==> src/rtl/http_header_line_parser_assert.svh <==
// Assertion macros for the HTTP header line parser.
// Used by the top level; no other dependencies.
`ifndef HTTP_HEADER_LINE_PARSER_ASSERT_SVH
`define HTTP_HEADER_LINE_PARSER_ASSERT_SVH

`ifndef SYNTHESIS
`define HHLP_ASSERT_IMPL(label, clk, rst_n, ante, cons, msg) \
    label: assert property (@(posedge clk) disable iff (!(rst_n)) (ante) |-> (cons)) \
        else $error(msg);
`define HHLP_ASSERT_NEXT(label, clk, rst_n, ante, cons, msg) \
    label: assert property (@(posedge clk) disable iff (!(rst_n)) (ante) |=> (cons)) \
        else $error(msg);
`else
`define HHLP_ASSERT_IMPL(label, clk, rst_n, ante, cons, msg)
`define HHLP_ASSERT_NEXT(label, clk, rst_n, ante, cons, msg)
`endif

`endif

==> src/rtl/hhlp_pkg.sv <==
// Shared types and constants for the HTTP header line parser.
// No dependencies.
`timescale 1ns / 1ps

package hhlp_pkg;

    // result status codes
    localparam logic [2:0] ST_OK         = 3'd0;
    localparam logic [2:0] ST_END        = 3'd1;
    localparam logic [2:0] ST_INVALID    = 3'd2;
    localparam logic [2:0] ST_INCOMPLETE = 3'd3;
    localparam logic [2:0] ST_TOO_LONG   = 3'd4;

    // characters
    localparam logic [7:0] CH_NUL   = 8'h00;
    localparam logic [7:0] CH_LF    = 8'h0A;
    localparam logic [7:0] CH_CR    = 8'h0D;
    localparam logic [7:0] CH_SP    = 8'h20;
    localparam logic [7:0] CH_DASH  = 8'h2D;
    localparam logic [7:0] CH_SLASH = 8'h2F;
    localparam logic [7:0] CH_COLON = 8'h3A;
    localparam logic [7:0] CH_UNDER = 8'h5F;

    // status line prefix
    localparam logic [7:0] HTTP_WORD [4] = '{8'h48, 8'h54, 8'h54, 8'h50};
    localparam logic [2:0] PREFIX_FULL   = 3'd4;
    localparam logic [2:0] PREFIX_BROKEN = 3'd5;

    typedef struct packed {
        logic is_nul;
        logic is_cr;
        logic is_lf;
        logic is_sp;
        logic is_colon;
        logic is_slash;
        logic is_name;
    } t_byte_class;

    typedef struct packed {
        logic        valid;
        logic [2:0]  status;
        logic [11:0] name_start;
        logic [11:0] name_length;
        logic [11:0] value_start;
        logic [11:0] value_length;
        logic [12:0] consumed;
    } t_result;

endpackage

==> src/rtl/hhlp_byte_class.sv <==
// Byte classifier for the header line parser.
// Depends on hhlp_pkg.
`timescale 1ns / 1ps

module hhlp_byte_class
    import hhlp_pkg::*;
(
    input  logic [7:0]  i_byte,
    input  logic        i_allow_us,
    output t_byte_class o_class
);

    logic is_lower;
    logic is_upper;
    logic is_digit;

    assign is_lower = (i_byte >= 8'h61) && (i_byte <= 8'h7A);
    assign is_upper = (i_byte >= 8'h41) && (i_byte <= 8'h5A);
    assign is_digit = (i_byte >= 8'h30) && (i_byte <= 8'h39);

    always_comb begin
        o_class.is_nul   = (i_byte == CH_NUL);
        o_class.is_cr    = (i_byte == CH_CR);
        o_class.is_lf    = (i_byte == CH_LF);
        o_class.is_sp    = (i_byte == CH_SP);
        o_class.is_colon = (i_byte == CH_COLON);
        o_class.is_slash = (i_byte == CH_SLASH);
        o_class.is_name  = is_lower || is_upper || is_digit || (i_byte == CH_DASH) ||
                           ((i_byte == CH_UNDER) && i_allow_us);
    end

endmodule

==> src/rtl/hhlp_core.sv <==
// Parse state registers and per-byte step logic of the header line parser.
// Depends on hhlp_pkg and hhlp_byte_class.
`timescale 1ns / 1ps

module hhlp_core
    import hhlp_pkg::*;
#(
    parameter int MAX_LINE = 4096
) (
    input  logic       i_clk,
    input  logic       i_rst_n,
    input  logic       i_step,
    input  logic [7:0] i_byte,
    input  logic       i_last,
    input  logic       i_allow_us,
    output t_result    o_result
);

    localparam int IDX_W = $clog2(MAX_LINE);
    localparam int POS_W = $clog2(MAX_LINE + 1);

    localparam logic [2:0] PH_START     = 3'd0;
    localparam logic [2:0] PH_NAME      = 3'd1;
    localparam logic [2:0] PH_SP_BEFORE = 3'd2;
    localparam logic [2:0] PH_VALUE     = 3'd3;
    localparam logic [2:0] PH_SP_AFTER  = 3'd4;
    localparam logic [2:0] PH_SKIP      = 3'd5;
    localparam logic [2:0] PH_CR_SEEN   = 3'd6;
    localparam logic [2:0] PH_END_CR    = 3'd7;

    logic [2:0]       r_phase,  n_phase;
    logic [POS_W-1:0] r_pos;
    logic [IDX_W-1:0] r_nb,     n_nb;
    logic [IDX_W-1:0] r_nf,     n_nf;
    logic [IDX_W-1:0] r_vb,     n_vb;
    logic [IDX_W-1:0] r_vf,     n_vf;
    logic [2:0]       r_prefix, n_prefix;

    t_byte_class      cls;
    logic [IDX_W-1:0] idx;
    logic [POS_W-1:0] pos_nx;
    logic             line_end;
    logic             done;
    logic             with_fields;
    logic             cons_en;
    logic [2:0]       status;
    logic [IDX_W-1:0] name_len;
    logic [IDX_W-1:0] value_len;
    logic [IDX_W+11:0] ext_nb;
    logic [IDX_W+11:0] ext_nl;
    logic [IDX_W+11:0] ext_vb;
    logic [IDX_W+11:0] ext_vl;
    logic [POS_W+12:0] ext_cons;

    hhlp_byte_class u_class (
        .i_byte     (i_byte),
        .i_allow_us (i_allow_us),
        .o_class    (cls)
    );

    // position never reaches MAX_LINE at the start of a step
    assign idx    = r_pos[IDX_W-1:0];
    assign pos_nx = r_pos + 1'b1;

    always_comb begin
        n_phase     = r_phase;
        n_nb        = r_nb;
        n_nf        = r_nf;
        n_vb        = r_vb;
        n_vf        = r_vf;
        n_prefix    = r_prefix;
        line_end    = 1'b0;
        done        = 1'b0;
        with_fields = 1'b0;
        cons_en     = 1'b0;
        status      = ST_OK;

        if (cls.is_nul) begin
            done   = 1'b1;
            status = ST_INCOMPLETE;
        end else begin
            case (r_phase)
                PH_START: begin
                    n_nb = idx;
                    n_vb = idx;
                    if (cls.is_cr) begin
                        n_vf    = idx;
                        n_phase = PH_END_CR;
                    end else if (cls.is_lf) begin
                        n_vf     = idx;
                        line_end = 1'b1;
                    end else if (cls.is_name) begin
                        n_phase  = PH_NAME;
                        n_prefix = (i_byte == HTTP_WORD[0]) ? 3'd1 : PREFIX_BROKEN;
                    end else begin
                        done   = 1'b1;
                        status = ST_INVALID;
                    end
                end
                PH_NAME: begin
                    if (cls.is_name) begin
                        if (r_prefix < PREFIX_FULL) begin
                            n_prefix = (i_byte == HTTP_WORD[r_prefix[1:0]]) ?
                                       r_prefix + 3'd1 : PREFIX_BROKEN;
                        end
                    end else if (cls.is_colon) begin
                        n_nf    = idx;
                        n_phase = PH_SP_BEFORE;
                    end else if (cls.is_cr) begin
                        n_nf    = idx;
                        n_vb    = idx;
                        n_vf    = idx;
                        n_phase = PH_CR_SEEN;
                    end else if (cls.is_lf) begin
                        n_nf     = idx;
                        n_vb     = idx;
                        n_vf     = idx;
                        line_end = 1'b1;
                    end else if (cls.is_slash && (r_prefix == PREFIX_FULL)) begin
                        n_phase = PH_SKIP;
                    end else begin
                        done   = 1'b1;
                        status = ST_INVALID;
                    end
                end
                PH_SP_BEFORE: begin
                    if (cls.is_sp) begin
                        n_phase = r_phase;
                    end else if (cls.is_cr) begin
                        n_vb    = idx;
                        n_vf    = idx;
                        n_phase = PH_CR_SEEN;
                    end else if (cls.is_lf) begin
                        n_vb     = idx;
                        n_vf     = idx;
                        line_end = 1'b1;
                    end else begin
                        n_vb    = idx;
                        n_phase = PH_VALUE;
                    end
                end
                PH_VALUE: begin
                    if (cls.is_sp) begin
                        n_vf    = idx;
                        n_phase = PH_SP_AFTER;
                    end else if (cls.is_cr) begin
                        n_vf    = idx;
                        n_phase = PH_CR_SEEN;
                    end else if (cls.is_lf) begin
                        n_vf     = idx;
                        line_end = 1'b1;
                    end
                end
                PH_SP_AFTER: begin
                    if (cls.is_cr) begin
                        n_phase = PH_CR_SEEN;
                    end else if (cls.is_lf) begin
                        line_end = 1'b1;
                    end else if (!cls.is_sp) begin
                        n_phase = PH_VALUE;
                    end
                end
                PH_SKIP: begin
                    if (cls.is_lf) begin
                        n_phase = PH_START;
                    end
                end
                PH_CR_SEEN: begin
                    if (cls.is_lf) begin
                        line_end = 1'b1;
                    end else if (!cls.is_cr) begin
                        done   = 1'b1;
                        status = ST_INVALID;
                    end
                end
                default: begin
                    // CR seen at line start
                    done = 1'b1;
                    if (cls.is_lf) begin
                        status  = ST_END;
                        cons_en = 1'b1;
                    end else begin
                        status = ST_INVALID;
                    end
                end
            endcase
        end

        if (line_end) begin
            done = 1'b1;
            if ((n_nf <= n_nb) || (n_vf <= n_vb)) begin
                status = ST_INVALID;
            end else begin
                status      = ST_OK;
                with_fields = 1'b1;
                cons_en     = 1'b1;
            end
        end else if (!done) begin
            if (pos_nx == POS_W'(MAX_LINE)) begin
                done   = 1'b1;
                status = ST_TOO_LONG;
            end else if (i_last) begin
                done   = 1'b1;
                status = ST_INCOMPLETE;
            end
        end
    end

    assign name_len  = n_nf - n_nb;
    assign value_len = n_vf - n_vb;
    assign ext_nb    = {12'd0, n_nb};
    assign ext_nl    = {12'd0, name_len};
    assign ext_vb    = {12'd0, n_vb};
    assign ext_vl    = {12'd0, value_len};
    assign ext_cons  = {13'd0, pos_nx};

    always_comb begin
        o_result.valid        = i_step && done;
        o_result.status       = status;
        o_result.name_start   = with_fields ? ext_nb[11:0] : 12'd0;
        o_result.name_length  = with_fields ? ext_nl[11:0] : 12'd0;
        o_result.value_start  = with_fields ? ext_vb[11:0] : 12'd0;
        o_result.value_length = with_fields ? ext_vl[11:0] : 12'd0;
        o_result.consumed     = cons_en ? ext_cons[12:0] : 13'd0;
    end

    always_ff @(posedge i_clk) begin
        if (!i_rst_n) begin
            r_phase  <= PH_START;
            r_pos    <= '0;
            r_nb     <= '0;
            r_nf     <= '0;
            r_vb     <= '0;
            r_vf     <= '0;
            r_prefix <= 3'd0;
        end else if (i_step) begin
            if (done) begin
                r_phase  <= PH_START;
                r_pos    <= '0;
                r_nb     <= '0;
                r_nf     <= '0;
                r_vb     <= '0;
                r_vf     <= '0;
                r_prefix <= 3'd0;
            end else begin
                r_phase  <= n_phase;
                r_pos    <= pos_nx;
                r_nb     <= n_nb;
                r_nf     <= n_nf;
                r_vb     <= n_vb;
                r_vf     <= n_vf;
                r_prefix <= n_prefix;
            end
        end
    end

endmodule

==> src/rtl/http_header_line_parser.sv <==
// The last byte of a scan is registered at the input, its result at the output.
// Throughput: one byte per cycle while the output side is not stalled.
// An input register and an output register separate the two channels.
// Reset (synchronous, active low) clears the scan state, both stage valids and
// allow_underscore; no clearing pass is needed.
`timescale 1ns / 1ps

`include "http_header_line_parser_assert.svh"

module http_header_line_parser
    import hhlp_pkg::*;
#(
    parameter int MAX_LINE = 4096
) (
    input  logic        i_clk,
    input  logic        i_rst_n,
    input  logic        i_cfg_wr_en,
    input  logic        i_cfg_wr_data,
    input  logic        i_valid,
    output logic        o_stall,
    input  logic [7:0]  i_data_byte,
    input  logic        i_buffer_last,
    output logic        o_valid,
    input  logic        i_stall,
    output logic [2:0]  o_status,
    output logic [11:0] o_name_start,
    output logic [11:0] o_name_length,
    output logic [11:0] o_value_start,
    output logic [11:0] o_value_length,
    output logic [12:0] o_consumed
);

    logic       r_allow_us;
    logic       r_in_valid;
    logic [7:0] r_in_byte;
    logic       r_in_last;
    logic       r_out_valid;
    t_result    r_out;
    t_result    step_res;
    logic       advance;

    // input stage moves on whenever the output register is free or draining
    assign advance = r_in_valid && (!r_out_valid || !i_stall);
    assign o_stall = r_in_valid && !advance;

    always_ff @(posedge i_clk) begin
        if (!i_rst_n) begin
            r_allow_us <= 1'b0;
        end else if (i_cfg_wr_en) begin
            r_allow_us <= i_cfg_wr_data;
        end
    end

    always_ff @(posedge i_clk) begin
        if (!i_rst_n) begin
            r_in_valid <= 1'b0;
        end else if (i_valid && !o_stall) begin
            r_in_valid <= 1'b1;
        end else if (advance) begin
            r_in_valid <= 1'b0;
        end
    end

    always_ff @(posedge i_clk) begin
        if (i_valid && !o_stall) begin
            r_in_byte <= i_data_byte;
            r_in_last <= i_buffer_last;
        end
    end

    hhlp_core #(
        .MAX_LINE (MAX_LINE)
    ) u_core (
        .i_clk      (i_clk),
        .i_rst_n    (i_rst_n),
        .i_step     (advance),
        .i_byte     (r_in_byte),
        .i_last     (r_in_last),
        .i_allow_us (r_allow_us),
        .o_result   (step_res)
    );

    always_ff @(posedge i_clk) begin
        if (!i_rst_n) begin
            r_out_valid <= 1'b0;
        end else if (step_res.valid) begin
            r_out_valid <= 1'b1;
        end else if (!i_stall) begin
            r_out_valid <= 1'b0;
        end
    end

    always_ff @(posedge i_clk) begin
        if (step_res.valid) begin
            r_out <= step_res;
        end
    end

    assign o_valid        = r_out_valid;
    assign o_status       = r_out.status;
    assign o_name_start   = r_out.name_start;
    assign o_name_length  = r_out.name_length;
    assign o_value_start  = r_out.value_start;
    assign o_value_length = r_out.value_length;
    assign o_consumed     = r_out.consumed;

    `HHLP_ASSERT_IMPL(a_stall_needs_item, i_clk, i_rst_n, o_stall, r_in_valid, "stall with empty input stage")
    `HHLP_ASSERT_IMPL(a_fields_only_ok, i_clk, i_rst_n, o_valid && (o_status != ST_OK), (o_name_start == 12'd0) && (o_name_length == 12'd0) && (o_value_start == 12'd0) && (o_value_length == 12'd0), "offsets on non-ok result")
    `HHLP_ASSERT_IMPL(a_consumed_only_line, i_clk, i_rst_n, o_valid && (o_status != ST_OK) && (o_status != ST_END), o_consumed == 13'd0, "consumed on failed scan")
    `HHLP_ASSERT_NEXT(a_result_loaded, i_clk, i_rst_n, step_res.valid, o_valid, "step result not registered")

endmodule

==> config.mk <==
export PLATFORM = sky130hd
export DESIGN_NAME = http_header_line_parser
export DESIGN_NICKNAME = d
export VERILOG_FILES = /design/src/rtl/hhlp_pkg.sv /design/src/rtl/hhlp_byte_class.sv /design/src/rtl/hhlp_core.sv /design/src/rtl/http_header_line_parser.sv
export VERILOG_INCLUDE_DIRS = /design/src /design/src/rtl
export SDC_FILE = /design/constraint.sdc
export NUM_CORES = 1
export LEC_CHECK = 0
export BUFFER_PORTS_ARGS = -buffer_cell sky130_fd_sc_hd__clkbuf_2
export CAP_MARGIN = 0
export CORE_MARGIN = 5
export CORE_UTILIZATION = 30
export DETAILED_ROUTE_END_ITERATION = 8
export PLACE_DENSITY_LB_ADDON = 0.15
export SYNTH_ARGS = -nofsm -noshare
export SYNTH_HDL_FRONTEND = slang
export SYNTH_SLANG_ARGS = --single-unit
==> constraint.sdc <==
create_clock -name i_clk -period 6.8 [get_ports i_clk]
set_clock_uncertainty 0.1 [all_clocks]
set_input_delay 1.7 -clock i_clk [delete_from_list [all_inputs] [get_ports i_clk]]
set_output_delay 1.7 -clock i_clk [all_outputs]
set_load 0.02 [all_outputs]
==> results.yml <==
sta:
  slew_headroom_pct: 29.3
  fmax_mhz: 174
  finalSetupViolCount: 0
  hold_viol: 0
  rsz0062_at_grt: "false"
  drv_slew: 0
  fin_setup_tns_ns: 0
  tightestPinTransition_ns: 1.06
  layout_min_cycle_time_ns: 5.75
  min_period_over_period_pct: 84.5
finish:
  fillers: 2591
  final_common_cell: "nor2_1"
  layout-drive-gt1-share_pct: 17.3
  layout_common_cells: "88 x nor2_1, 80 x clkbuf_2, 73 x edfxtp_1"
  layout.nets: 897
  fin_util_pct: 35.4
  antennaDiodeCount: 0
  area_growth_pct: 15.9
power_and_ir_drop:
  pwr-share-clk_pct: 47.8
  switchingPower_uw: 461
  pwr-share-seq_pct: 46.7
  cellLeakagePower_nw: 3.39
  p_sw_share_pct: 23.1
  combPwrFrac_pct: 5.5
  vdd_ir_drop_max_v: 0.000129
  internal-power_mw: 1.54
  power_density_nw_per_um2: 223
clock_tree:
  cts_tree: "yes"
  cts.sinks: 143
  clockBufferDepth: 2
  path_clk_slew_ns: 0.07
  cts_buffers: 17
  cts-root-buf: "clkbuf_16"
  insertion_delay_ns: 0.43
  htreeDepth: 4
  ctsResizeCount: 0
  post-cts-setup-buffers: 0
  hold_buffers: 0
placed_design:
  routabilityCongestion: 0.785
  hpwl_mm: 14.8
  port_buffers: 80
synthesis:
  yosysWarnings: 0
  synth_area_um2: 7750
  synth_top_area_share_pct: 28.3
  synth.largest_area_cell: "edfxtp_1"
  async_reset_ff_share_pct: 0
  yosysSeqAreaShare_pct: 46.4
  synth_area_leaders: "edfxtp_1 28%, dfxtp_1 18%, ha_1 4.5%"
  syn_avg_cell_area_um2: 9.67
  ys.flop_type: "edfxtp_1"
  syn_inst: 801
  yosys.cell_types.count: 75
  synth_nets: 846
  synth_edf_count: 73
  ys_seq_elements: 143
setup_path:
  startpoint: "r_in_byte[4]"
  reg2reg_to: "o_consumed[7]"
  crit_end: "o_consumed[7]"
  reg2reg_from: "r_in_byte[4]"
  startpoint_type: "flop"
  cp.required_ns: 6.84
  endpoint_kind: "flop"
  arrival_ns: 5.79
  reg2reg_depth: 16
  cp_max_fo: 14
  r2r_setup_slack_ns: 1.05
  critical_path_class: "reg2reg"
global_routing:
  grt_pass1_wl_mm: 34.7
  antenna_found_initial: 0
  grt_max_degree: 50
  grt_use_total_pct: 15.1
  grt_overflow: 0
  grt_pass1_vias: 6211
floorplan:
  dieHeight_um: 171
  dieArea_um2: 29100
  top_level_ports: 81
  initial_core_util_pct: 30.6
  fp.coreArea_um2: 25300
  fp.dieW_um: 171
  placementRows: 58
flow_run:
  maxCapViolations: 0
detailed_routing:
  drc_errors: 0
  dr.pass1.iters: 5
  avgRoutedWirePerCell_um: 18.1
  drt_iter0_markers: 403
  routed_wl_mm: 21.7
  dr_total_vias: 6172
  vias_per_cell: 5.16
  drtAntennaViolNets: 0
outcome:
  status: "complete, no violations"
min_path:
  worstHoldPathType: "reg2reg"
-- metrics by stage --
stage,cells,setup WS [ns],hold WS (ns),cell area (um^2),power (mW)
finish,1195,1.05,0.353,8980,2.00
global route,1195,0.592,0.377,8980,2.08
CTS,1195,1.03,0.354,8980,2.02
detailed placement,1163,1.08,0.343,8390,1.06
global placement,1163,1.15,0.334,8390,1.07
floorplan,801,1.43,0.324,7750,1.03
-- critical path, stage by stage (launching register included) --
cell,delay [ns]
edfxtp_1,0.54
or4_1,0.64
nor4_4,0.69
a21oi_1,0.19
o21ai_2,0.75
mux2i_1,0.24
inv_1,0.10
ha_1,0.16
inv_1,0.05
fa_1,0.39
a21oi_1,0.21
o22ai_1,0.13
o22ai_1,0.27
o21ai_0,0.19
nand4_1,0.17
and2_1,0.49
nor2_1,0.13
-- worst min path at each step --
stage | end | startpoint | depth (start not counted)
CTS | u_core.r_nf[5] | u_core.r_nf[5] | 2
detailed placement | u_core.r_vb[2] | u_core.r_vb[2] | 2
finish | u_core.r_nf[5] | u_core.r_nf[5] | 2
global placement | u_core.r_vb[2] | u_core.r_vb[2] | 2
floorplan | u_core.r_vf[0] | u_core.r_vf[0] | 2
global route | u_core.r_nf[4] | u_core.r_nf[4] | 2
-- cells in the mapped netlist, types with 4 or more instances --
cell type,instances
nor2_1,89
mux2_2,18
ha_1,28
o21a_1,4
a21o_1,14
and2_1,5
o22ai_1,17
nor4_1,5
and3_1,9
mux2i_1,26
nand2_1,65
inv_1,20
a31oi_1,5
edfxtp_1,73
nor3_1,11
clkbuf_1,37
nand3_1,31
a32o_1,6
nand4_1,5
a21oi_1,49
xor2_1,18
nand2b_1,9
o21ai_0,42
or4_1,4
a22o_1,11
or3_1,16
nor2b_1,6
buf_2,13
a2bb2oi_1,13
xnor2_1,17
dfxtp_1,70
-- routing by layer --
layer  vias to the layer above  wire length [um]  GRT usage [%]
met5                         -                 0              0
met4                         0               355           4.41
met3                        19               918           2.73
met2                       150             10500           25.1
met1                      2981              9940           20.1
li1                       3022                 -              -
-- power by group through the flow --
stage | clock network (mW) | registers [mW] | logic, mW
final | 0.956 | 0.935 | 0.110
after global routing | 1.02 | 0.936 | 0.119
after CTS | 0.977 | 0.935 | 0.111
after detailed placement | 0 | 0.954 | 0.111
after global placement | 0 | 0.954 | 0.111
after floorplan | 0 | 0.964 | 0.0634
-- registers in the layout, indices dropped and copies added, names as in the netlist, 12 cells and up --
name / cells
o_consumed: 13
u_core.r_pos: 13
o_name_length: 12
o_name_start: 12
o_value_length: 12
o_value_start: 12
u_core.r_nb: 12
u_core.r_nf: 12
u_core.r_vb: 12
u_core.r_vf: 12
-- cell families after synthesis --
family | after synthesis | share of synthesized area (%)
xor+xnor | 35 | 3.96
buf+inv | 77 | 4.18
compound gates | 197 | 17.1
mux | 44 | 5.98
flops | 143 | 46.4
fa+ha+maj | 30 | 5.04
simple gates | 275 | 17.3
-- layout make-up --
| class | count | area [um^2] | area share, % |
|---|---|---|---|
| multi-input combinational | 581 | 3840 | 42.7 |
| sequential | 143 | 3590 | 40.0 |
| timing repair buffer | 89 | 468 | 5.21 |
| clock buffer | 21 | 450 | 5.02 |
| tap | 330 | 413 | 4.60 |
| clock inverter | 11 | 140 | 1.56 |
| inverter | 20 | 75.1 | 0.836 |
Note: power is estimated with default switching activity, not from simulation.
